--- src/rtl/spmr_pkg.sv ---
// ----------------------------------------------------------------------------
// spmr_pkg
// constants and types of the shuffled minimal standard generator
// ----------------------------------------------------------------------------
package spmr_pkg;

    localparam int VALUE_W = 31;
    localparam int MUL_W   = 15;
    localparam int PROD_W  = VALUE_W + MUL_W;

    typedef logic [VALUE_W-1:0] t_value;

    // lehmer multiplier and prime modulus 2^31-1
    localparam logic [MUL_W-1:0]   LEHMER_MUL     = 15'd16807;
    localparam logic [VALUE_W-1:0] LEHMER_MOD     = 31'h7FFF_FFFF;
    // float fraction would round past 1 - 1.2e-7 from here up
    localparam logic [VALUE_W-1:0] NEAR_ONE_LIMIT = 31'd2147483390;

endpackage

--- src/rtl/shuffled_park_miller_rng.sv ---
// ----------------------------------------------------------------------------
// shuffled_park_miller_rng
// minimal standard lehmer generator behind a bays-durham shuffle table
// ----------------------------------------------------------------------------
//   slave stream: one transaction per draw; s_axis_tdata[0] = reseed.
//     reseed = 1 seeds from the seed register (0 acts as 1), discards one
//     draw and then draws; reseed = 0 just draws.
//   master stream: one transaction per input; tdata[30:0] = value
//     (fraction = value / (2^31-1)), tuser[0] = near_one.
//   config: i_cfg_wr_en writes i_cfg_wr_data into the seed register.
// flow: a plain draw runs check, multiply, reduce, remainder, divide, read
//   and swap before tvalid, and the next request is taken only after the swap;
//   each seeding runs its lehmer steps through the shared multiply-reduce
//   unit and fills the table; a reseed item adds one seeding and one
//   discarded draw to a plain draw. a depth that is not a power of two
//   adds index correction steps to a draw. tready is high only
//   while idle. a seed of 2^31-1 collapses and costs one more seeding.
// reset: seed register becomes 1, generator is unseeded, so the first draw
//   seeds with 1. a stalled result holds the next draw at its table swap;
//   tready stays low meanwhile, so no further item is accepted.
// ----------------------------------------------------------------------------
module shuffled_park_miller_rng #(
    parameter int SHUFFLE_DEPTH = 32
) (
    input  logic        i_clk,
    input  logic        i_rst_n,
    // seed register write
    input  logic        i_cfg_wr_en,
    input  logic [30:0] i_cfg_wr_data,
    // request stream
    input  logic        s_axis_tvalid,
    output logic        s_axis_tready,
    input  logic [7:0]  s_axis_tdata,   // [0] reseed, [7:1] zero
    // result stream
    output logic        m_axis_tvalid,
    input  logic        m_axis_tready,
    output logic [31:0] m_axis_tdata,   // [30:0] value, [31] zero
    output logic [0:0]  m_axis_tuser    // [0] near_one
);

    localparam int VW    = spmr_pkg::VALUE_W;
    localparam int IDX_W = $clog2(SHUFFLE_DEPTH);
    localparam int QW    = IDX_W + 1;
    localparam int HI_W  = VW - 16;
    localparam int CNT_W = $clog2(SHUFFLE_DEPTH + 8);

    localparam logic [CNT_W-1:0] WARM_LAST = CNT_W'(SHUFFLE_DEPTH + 7);
    localparam logic [CNT_W-1:0] DEPTH_CNT = CNT_W'(SHUFFLE_DEPTH);
    localparam logic [IDX_W-1:0] IDX_MAX   = IDX_W'(SHUFFLE_DEPTH - 1);
    localparam logic [QW-1:0]    QUO_MAX   = QW'(SHUFFLE_DEPTH - 1);
    localparam longint           TABLE_DIV = 1 + (2147483646 / SHUFFLE_DEPTH);
    // table index divisor and its scaled reciprocal floor(2^31 / divisor)
    localparam logic [VW-1:0]    DIV_STEP  = VW'(TABLE_DIV);
    localparam logic [QW-1:0]    DIV_RECIP = QW'((longint'(1) << 31) / TABLE_DIV);

    // sequencer states
    localparam logic [2:0] ST_IDLE  = 3'd0;
    localparam logic [2:0] ST_CHECK = 3'd1;
    localparam logic [2:0] ST_MUL   = 3'd2;
    localparam logic [2:0] ST_RED   = 3'd3;
    localparam logic [2:0] ST_DIV   = 3'd4;
    localparam logic [2:0] ST_READ  = 3'd5;
    localparam logic [2:0] ST_SWAP  = 3'd6;
    localparam logic [2:0] ST_REM   = 3'd7;

    logic [2:0]       r_state, n_state;
    spmr_pkg::t_value r_seed;
    spmr_pkg::t_value r_lehmer, n_lehmer;
    spmr_pkg::t_value r_last, n_last;
    logic [CNT_W-1:0] r_cnt, n_cnt;
    logic             r_seeding, n_seeding;
    logic             r_discard, n_discard;
    spmr_pkg::t_value r_rem, n_rem;
    logic [QW-1:0]    r_quo, n_quo;
    logic             r_out_valid;
    spmr_pkg::t_value r_out_value;
    logic             r_out_near;

    logic               lehmer_load;
    spmr_pkg::t_value   lehmer_next;
    logic               ram_we;
    logic [IDX_W-1:0]   ram_wa;
    spmr_pkg::t_value   ram_wd;
    logic               ram_re;
    spmr_pkg::t_value   ram_rd;
    logic [IDX_W-1:0]   tbl_idx;
    logic [HI_W+QW-1:0] est_prod;
    logic [QW-1:0]      quo_est;
    logic [QW+VW-1:0]   quo_prod;
    logic               rem_ge;
    logic               swap_go;
    logic               out_load;

    // shared lehmer step unit
    spmr_lehmer_unit u_lehmer (
        .i_clk  (i_clk),
        .i_load (lehmer_load),
        .i_x    (r_lehmer),
        .o_next (lehmer_next)
    );

    // shuffle table
    spmr_ram #(
        .WIDTH (VW),
        .DEPTH (SHUFFLE_DEPTH)
    ) u_table (
        .i_clk     (i_clk),
        .i_wr_en   (ram_we),
        .i_wr_addr (ram_wa),
        .i_wr_data (ram_wd),
        .i_rd_en   (ram_re),
        .i_rd_addr (tbl_idx),
        .o_rd_data (ram_rd)
    );

    // index estimate from the top 15 bits, scaled down by 2^15;
    // never above the true index and at most two below it
    assign est_prod = (HI_W+QW)'(r_last[VW-1:16]) * (HI_W+QW)'(DIV_RECIP);
    assign quo_est  = est_prod[HI_W+QW-1:HI_W];

    // remainder of the estimate and the correction compare
    assign quo_prod = (QW+VW)'(r_quo) * (QW+VW)'(DIV_STEP);
    assign rem_ge   = (r_rem >= DIV_STEP);
    assign tbl_idx  = (r_quo > QUO_MAX) ? IDX_MAX : r_quo[IDX_W-1:0];

    // swap may finish when the draw is discarded or the output slot is free
    assign swap_go  = r_discard || !r_out_valid || m_axis_tready;
    assign out_load = (r_state == ST_SWAP) && !r_discard && swap_go;

    // sequencer
    always_comb begin
        n_state     = r_state;
        n_lehmer    = r_lehmer;
        n_last      = r_last;
        n_cnt       = r_cnt;
        n_seeding   = r_seeding;
        n_discard   = r_discard;
        n_rem       = r_rem;
        n_quo       = r_quo;
        lehmer_load = 1'b0;
        ram_we      = 1'b0;
        ram_wa      = tbl_idx;
        ram_wd      = r_lehmer;
        ram_re      = 1'b0;
        unique case (r_state)
            ST_IDLE: begin
                if (s_axis_tvalid) begin
                    if (s_axis_tdata[0]) begin
                        n_lehmer  = (r_seed == '0) ? VW'(1) : r_seed;
                        n_cnt     = WARM_LAST;
                        n_seeding = 1'b1;
                        n_discard = 1'b1;
                        n_state   = ST_MUL;
                    end else begin
                        n_state = ST_CHECK;
                    end
                end
            end
            ST_CHECK: begin
                // unseeded generator seeds with one first
                if (r_lehmer == '0 || r_last == '0) begin
                    n_lehmer  = VW'(1);
                    n_cnt     = WARM_LAST;
                    n_seeding = 1'b1;
                end
                n_state = ST_MUL;
            end
            ST_MUL: begin
                lehmer_load = 1'b1;
                n_state     = ST_RED;
            end
            ST_RED: begin
                n_lehmer = lehmer_next;
                if (r_seeding) begin
                    // warm-up; the last steps fill the table downward
                    if (r_cnt < DEPTH_CNT) begin
                        ram_we = 1'b1;
                        ram_wa = r_cnt[IDX_W-1:0];
                        ram_wd = lehmer_next;
                    end
                    if (r_cnt == '0) begin
                        n_last    = lehmer_next;
                        n_seeding = 1'b0;
                        n_state   = ST_CHECK;
                    end else begin
                        n_cnt   = r_cnt - CNT_W'(1);
                        n_state = ST_MUL;
                    end
                end else begin
                    n_quo   = quo_est;
                    n_state = ST_REM;
                end
            end
            ST_REM: begin
                n_rem   = r_last - quo_prod[VW-1:0];
                n_state = ST_DIV;
            end
            ST_DIV: begin
                // step the estimate up until the remainder is below the divisor
                if (rem_ge) begin
                    n_rem = r_rem - DIV_STEP;
                    n_quo = r_quo + QW'(1);
                end else begin
                    n_state = ST_READ;
                end
            end
            ST_READ: begin
                ram_re  = 1'b1;
                n_state = ST_SWAP;
            end
            ST_SWAP: begin
                if (swap_go) begin
                    ram_we = 1'b1;
                    n_last = ram_rd;
                    if (r_discard) begin
                        n_discard = 1'b0;
                        n_state   = ST_CHECK;
                    end else begin
                        n_state = ST_IDLE;
                    end
                end
            end
            default: begin
                n_state = ST_IDLE;
            end
        endcase
    end

    // control and generator state
    always_ff @(posedge i_clk) begin
        if (!i_rst_n) begin
            r_state   <= ST_IDLE;
            r_seed    <= VW'(1);
            r_lehmer  <= '0;
            r_last    <= '0;
            r_cnt     <= '0;
            r_seeding <= 1'b0;
            r_discard <= 1'b0;
        end else begin
            r_state   <= n_state;
            r_lehmer  <= n_lehmer;
            r_last    <= n_last;
            r_cnt     <= n_cnt;
            r_seeding <= n_seeding;
            r_discard <= n_discard;
            if (i_cfg_wr_en) begin
                r_seed <= i_cfg_wr_data;
            end
        end
    end

    // table index datapath
    always_ff @(posedge i_clk) begin
        r_rem <= n_rem;
        r_quo <= n_quo;
    end

    // output register
    always_ff @(posedge i_clk) begin
        if (!i_rst_n) begin
            r_out_valid <= 1'b0;
        end else if (out_load) begin
            r_out_valid <= 1'b1;
        end else if (m_axis_tready) begin
            r_out_valid <= 1'b0;
        end
    end

    always_ff @(posedge i_clk) begin
        if (out_load) begin
            r_out_value <= ram_rd;
            r_out_near  <= (ram_rd >= spmr_pkg::NEAR_ONE_LIMIT);
        end
    end

    assign s_axis_tready   = (r_state == ST_IDLE);
    assign m_axis_tvalid   = r_out_valid;
    assign m_axis_tdata    = {1'b0, r_out_value};
    assign m_axis_tuser[0] = r_out_near;

endmodule

--- src/rtl/spmr_ram.sv ---
// ----------------------------------------------------------------------------
// spmr_ram
// generic single write port, single read port ram with registered read
// ----------------------------------------------------------------------------
module spmr_ram #(
    parameter int WIDTH = 31,
    parameter int DEPTH = 32
) (
    input  logic                     i_clk,
    input  logic                     i_wr_en,
    input  logic [$clog2(DEPTH)-1:0] i_wr_addr,
    input  logic [WIDTH-1:0]         i_wr_data,
    input  logic                     i_rd_en,
    input  logic [$clog2(DEPTH)-1:0] i_rd_addr,
    output logic [WIDTH-1:0]         o_rd_data
);

    logic [WIDTH-1:0] r_mem [DEPTH];
    logic [WIDTH-1:0] r_rd_data;

    // write port and registered read port
    always_ff @(posedge i_clk) begin
        if (i_wr_en) begin
            r_mem[i_wr_addr] <= i_wr_data;
        end
        if (i_rd_en) begin
            r_rd_data <= r_mem[i_rd_addr];
        end
    end

    assign o_rd_data = r_rd_data;

endmodule

--- src/rtl/spmr_lehmer_unit.sv ---
// ----------------------------------------------------------------------------
// spmr_lehmer_unit
// one lehmer step x' = 16807 * x mod (2^31-1):
// registered multiply, then fold of the high bits and one conditional subtract
// ----------------------------------------------------------------------------
module spmr_lehmer_unit (
    input  logic              i_clk,
    input  logic              i_load,
    input  spmr_pkg::t_value  i_x,
    output spmr_pkg::t_value  o_next
);

    localparam int VW = spmr_pkg::VALUE_W;
    localparam int PW = spmr_pkg::PROD_W;

    logic [PW-1:0] r_prod;
    logic [VW:0]   fold_sum;
    logic [VW:0]   fold_sub;

    // product register
    always_ff @(posedge i_clk) begin
        if (i_load) begin
            r_prod <= PW'(i_x) * PW'(spmr_pkg::LEHMER_MUL);
        end
    end

    // 2^31 == 1 mod (2^31-1): add the high part onto the low part
    assign fold_sum = (VW+1)'(r_prod[PW-1:VW]) + (VW+1)'(r_prod[VW-1:0]);
    assign fold_sub = fold_sum - {1'b0, spmr_pkg::LEHMER_MOD};
    assign o_next   = (fold_sum >= {1'b0, spmr_pkg::LEHMER_MOD}) ? fold_sub[VW-1:0]
                                                                 : fold_sum[VW-1:0];

endmodule

--- config.mk ---
export PLATFORM = sky130hd
export DESIGN_NAME = shuffled_park_miller_rng
export DESIGN_NICKNAME = d
export VERILOG_FILES = /design/src/rtl/spmr_pkg.sv /design/src/rtl/shuffled_park_miller_rng.sv /design/src/rtl/spmr_ram.sv /design/src/rtl/spmr_lehmer_unit.sv
export SDC_FILE = /design/constraint.sdc
export NUM_CORES = 2
export LEC_CHECK = 0
export BUFFER_PORTS_ARGS = -buffer_cell sky130_fd_sc_hd__buf_2
export CAP_MARGIN = 10
export CELL_PAD_IN_SITES_DETAIL_PLACEMENT = 0
export CELL_PAD_IN_SITES_GLOBAL_PLACEMENT = 1
export CORE_ASPECT_RATIO = 1.4
export CORE_MARGIN = 5
export CORE_UTILIZATION = 45
export DETAILED_ROUTE_END_ITERATION = 6
export GPL_TIMING_DRIVEN = 0
export PLACE_DENSITY = 0.77
export SLEW_MARGIN = 20
export SYNTH_ARGS = -nofsm -noshare
export SYNTH_HDL_FRONTEND = slang
export SYNTH_HIERARCHICAL = 1
export SYNTH_SLANG_ARGS = --single-unit
--- constraint.sdc ---
create_clock -name i_clk -period 7.6 [get_ports i_clk]
set_input_delay 1.14 -clock i_clk [delete_from_list [all_inputs] [get_ports i_clk]]
set_output_delay 1.14 -clock i_clk [all_outputs]
set_load 0.05 [all_outputs]
==> flow_summary.rst <==
.. list-table::
   :header-rows: 1

   * - Metric
     - Value
   * - Horizontal die dimension
     - 315.8 um
   * - Worst r2r src
     - r_lehmer[29]$_SDFFE_PN0P_
   * - Total power divided by cell area
     - 330.1 mW/mm2
   * - Post-route clock skew
     - 0.03609 ns
   * - Cell Area, Placed
     - 0.06265 mm2
   * - Total grt overflow
     - 0
   * - Data arrival time at the worst-slack endpoint
     - 7.83 ns
   * - Start point of the worst hold path
     - u_table/o_rd_data[16]$_DFFE_PP_
   * - Slowest stage delay, CP
     - 0.72 ns
   * - Maximum clock rate
     - 136.0 MHz
   * - First-pass GRT wire length
     - 237.2 mm
   * - Leading cell types by count after synthesis
     - sky130_fd_sc_hd__edfxtp_1, sky130_fd_sc_hd__mux2i_1, sky130_fd_sc_hd__nand2_1
   * - Most area-hungry cell type in the Yosys netlist
     - sky130_fd_sc_hd__edfxtp_1
   * - Post-synth ARST share
     - 0%
   * - Fraction of layout instances using a drive strength above 1
     - 11.29%
   * - Cell type group with the largest total delay on the critical path
     - adder cells
   * - Hold violation total from the final report
     - 0
   * - Setup repair after global routing missed its margin
     - no
   * - Setup violation total in the final timing report
     - 0
   * - Vias
     - 36020
   * - Number of clock buffers inserted by TritonCTS
     - 113
   * - Post-synthesis sequential area ratio
     - 61.59%
   * - TritonCTS clock tree
     - yes
   * - Residual DRC
     - 0
   * - Number of global-route vias before repair
     - 36540
   * - Antenna Nets Post-Route
     - 0
   * - Area enclosed by the die boundary
     - 0.1383 mm2
   * - Worst-path fanout max
     - 8
   * - Cell with the most instances on the worst path
     - sky130_fd_sc_hd__inv_1
   * - Critical Path Sink Type
     - flop
   * - Most frequently used flop master after synthesis
     - sky130_fd_sc_hd__edfxtp_1
   * - Total wirelength of the detailed-routed design
     - 163.3 mm
   * - Post-route cell area
     - 0.06642 mm2
   * - Yosys warnings
     - 6
   * - Critical path required time
     - 8.08 ns
   * - Distinct cell type count of the synthesized netlist
     - 84
   * - Count of input and output buffers
     - 69
   * - Global routing usage summed across all routing layers
     - 23.24%
   * - IR drop worst, VDD
     - 214.0 uV
   * - Clock tree root driver cell
     - sky130_fd_sc_hd__clkbuf_16
   * - Clock slew at reported path FFs
     - 0.06 ns
   * - Count of flip-flops with a built-in enable after synthesis
     - 1138
   * - Final core area utilization
     - 50.92%
   * - Maximum number of pins on one net before global-route repair
     - 33
   * - Headroom to the max-slew limit
     - 22.19%
   * - Layout area overhead
     - 12.78%
   * - Row count
     - 157
   * - NumNets Final
     - 4916
   * - Vertical extent of the die
     - 438.1 um
   * - WP buf/inv
     - 6
   * - Setup CP Type
     - reg2reg
   * - Post-Syn Nets
     - 4694
   * - Number of sinks driven by the clock tree
     - 1243
   * - Type of the tightest min-delay check
     - reg2reg
   * - Drt wl/cell
     - 25.61 um
   * - Worst skew pair latency
     - 0.74 ns
   * - Mapped Avg Cell Area
     - 13.68 um2
   * - Shortest period the worst path allows
     - 7.352 ns
   * - Number of detailed-routing iterations run before antenna repair
     - 5
   * - Detailed Route Iter0 Violations
     - 2914
   * - Final-report max-slew violation count
     - 0
   * - Core Region
     - 0.1304 mm2
   * - Ratio of final minimum period to clock period
     - 96.73%
   * - Post-CTS Hold Fix Bufs
     - 0
   * - Ordered cell list for the critical path
     - inv_1 > fa_1 > inv_1 > ha_1 > inv_1 > fa_1 > inv_1 > fa_1 > fa_1 > inv_1 > fa_1 > inv_1 > ha_1 > a21o_1 > a21o_1 > a21oi_1 > o21ai_0 > nor3_2 > o21ai_0 > or4_1 > a31o_2 > a21oi_1 > xnor2_1
   * - Cell with the most instances after synthesis
     - sky130_fd_sc_hd__edfxtp_1
   * - Maximum clock path buffer count
     - 3
   * - Slowest stage cell, crit path
     - sky130_fd_sc_hd__dfxtp_1
   * - Initial standard-cell utilization of the core
     - 45.15%
   * - Detail Placement HPWL
     - 117.9 mm
   * - Ranking of synthesized cells by area
     - sky130_fd_sc_hd__edfxtp_1, sky130_fd_sc_hd__mux2i_1, sky130_fd_sc_hd__fa_1
   * - Initial antenna violation count
     - 8
   * - Worst-case register-to-register setup slack
     - 0.25 ns
   * - Max H-tree Level
     - 3
   * - Run status
     - completed
   * - Slew @ Worst Pin
     - 1.167 ns
   * - Leakage
     - 0.02672 uW
   * - Total setup buffers inserted after CTS
     - 0
   * - Post-synthesis sequential element count
     - 1243
   * - # fillers
     - 11160
   * - CP startpoint kind
     - flop
   * - Final RePlAce weighted congestion
     - 0.8753
   * - Total area of multi-input combinational cells
     - 0.02074 mm2
   * - Cell count after synthesis
     - 4304
   * - Netlist Area Pre-Place
     - 0.05890 mm2
   * - Average vias per placed instance
     - 5.646
   * - Register area
     - 0.03630 mm2
   * - I/O pin total
     - 79
   * - Critical Path Source
     - r_lehmer[29]$_SDFFE_PN0P_
   * - Max-cap violations
     - 0
   * - Top cell type's share of synthesized area
     - 58.02%
   * - PostCTS Resize Cnt
     - 5
-- cells in the final DEF (no fill, tap or decap), types with 9 or more instances in the layout --
cell	n
sky130_fd_sc_hd__a211oi_2	29
sky130_fd_sc_hd__a21o_1	31
sky130_fd_sc_hd__a21oi_1	164
sky130_fd_sc_hd__a22o_1	63
sky130_fd_sc_hd__a22oi_1	94
sky130_fd_sc_hd__a31oi_1	41
sky130_fd_sc_hd__and2_1	37
sky130_fd_sc_hd__buf_1	10
sky130_fd_sc_hd__buf_12	12
sky130_fd_sc_hd__buf_16	22
sky130_fd_sc_hd__buf_2	112
sky130_fd_sc_hd__buf_4	40
sky130_fd_sc_hd__buf_6	10
sky130_fd_sc_hd__clkbuf_1	116
sky130_fd_sc_hd__clkbuf_16	116
sky130_fd_sc_hd__clkinv_1	28
sky130_fd_sc_hd__clkinv_2	26
sky130_fd_sc_hd__dfxtp_1	89
sky130_fd_sc_hd__dfxtp_2	13
sky130_fd_sc_hd__edfxtp_1	1138
sky130_fd_sc_hd__fa_1	135
sky130_fd_sc_hd__ha_1	211
sky130_fd_sc_hd__inv_1	326
sky130_fd_sc_hd__mux2i_1	590
sky130_fd_sc_hd__nand2_1	336
sky130_fd_sc_hd__nand2_2	31
sky130_fd_sc_hd__nand2b_1	13
sky130_fd_sc_hd__nand3_1	156
sky130_fd_sc_hd__nand4_1	26
sky130_fd_sc_hd__nor2_1	136
sky130_fd_sc_hd__nor2_4	35
sky130_fd_sc_hd__nor2b_1	9
sky130_fd_sc_hd__nor3_1	54
sky130_fd_sc_hd__nor3_2	9
sky130_fd_sc_hd__nor4_1	32
sky130_fd_sc_hd__o21a_1	15
sky130_fd_sc_hd__o21ai_0	56
sky130_fd_sc_hd__or2_2	10
sky130_fd_sc_hd__xnor2_1	55
sky130_fd_sc_hd__xor2_1	32
-- logic make-up (layout without fill, tap and decap cells) --
group,after synthesis,count (layout),synth area share [%]
XOR/XNOR,87,87,1.294
flip-flops,1243,1243,61.59
AO/OA/AOI/OAI,571,571,6.745
multiplexers,594,594,10.10
adder cells (fa/ha/maj),346,346,9.071
AND/OR/NAND/NOR,934,934,7.374
other,1,6,0.006367
buffers and inverters,528,849,3.813
-- layer usage --
layer	wire length, um	share of wire, %	up-vias	GRT usage [%]
met1	60060	37	18260	26.91
met3	8177	5.0	333	2.725
li1	-	-	16290	-
met4	9362	5.7	0	11.37
met5	0	0	-	0
met2	85750	52	1136	42.56
-- cell type report --
type	instances	area share, %
multi-input combinational	2533	31.22
sequential	1243	54.65
buffer	202	1.539
clock buffer	134	4.517
inverter	326	1.842
timing repair buffer	107	1.850
antenna	5	0.01884
tap	1749	3.295
clock inverter	80	1.064
-- flip-flops by register name (all words and copies together), names as in the netlist --
register and count:
u_lehmer/r_prod 46, u_table/r_mem 992, m_axis_tvalid 1, r_last 31, r_out_value 31, r_cnt 6, m_axis_tuser 1, r_seeding 1
r_state 3, r_discard 1, r_seed 31, r_quo 6, r_rem 31, r_lehmer 31, u_table/o_rd_data 31
-- path summary, 6_finish.rpt --
| check | endpoint | depth (start not counted) |
|---|---|---|
| worst min-delay path | r_out_value[16]$_DFFE_PP_ | 0 |
| worst max-delay path | u_lehmer/r_prod[41]$_DFFE_PP_ | 23 |
| worst max register to register | u_lehmer/r_prod[41]$_DFFE_PP_ | 23 |
| worst min register to register | r_out_value[16]$_DFFE_PP_ | 0 |
-- through the flow --
step	setup TNS (ns)	hold WS, ns	setup slack (ns)	cells	power (uW)
floorplan	0	0.4257	1.430	4304	13690
global placement	-0.2941	0.5007	-0.2941	6122	16200
detailed placement	-0.2601	0.5010	-0.2601	6160	16310
CTS	0	0.5097	0.006896	6374	21980
global route	0	0.5299	0.02420	6375	23010
finish	0	0.5059	0.2482	6379	21920
-- power by group --
part           leakage, uW  internal [uW]  switching (uW)
Clock              0.00181           3110            2540
Sequential          0.0113           8220             409
Combinational       0.0136           2520            5130
-- worst reg2reg max path: cells and delay by family (launching register included) --
kind	cells	cell delay [ns]
AO/OA/AOI/OAI	7	1.45
XOR/XNOR	1	0.25
adder cells (fa/ha/maj)	7	3.24
buffers and inverters	6	0.57
flip-flops	1	0.72
AND/OR/NAND/NOR	2	0.87
Note: power is estimated with default switching activity, not from simulation.
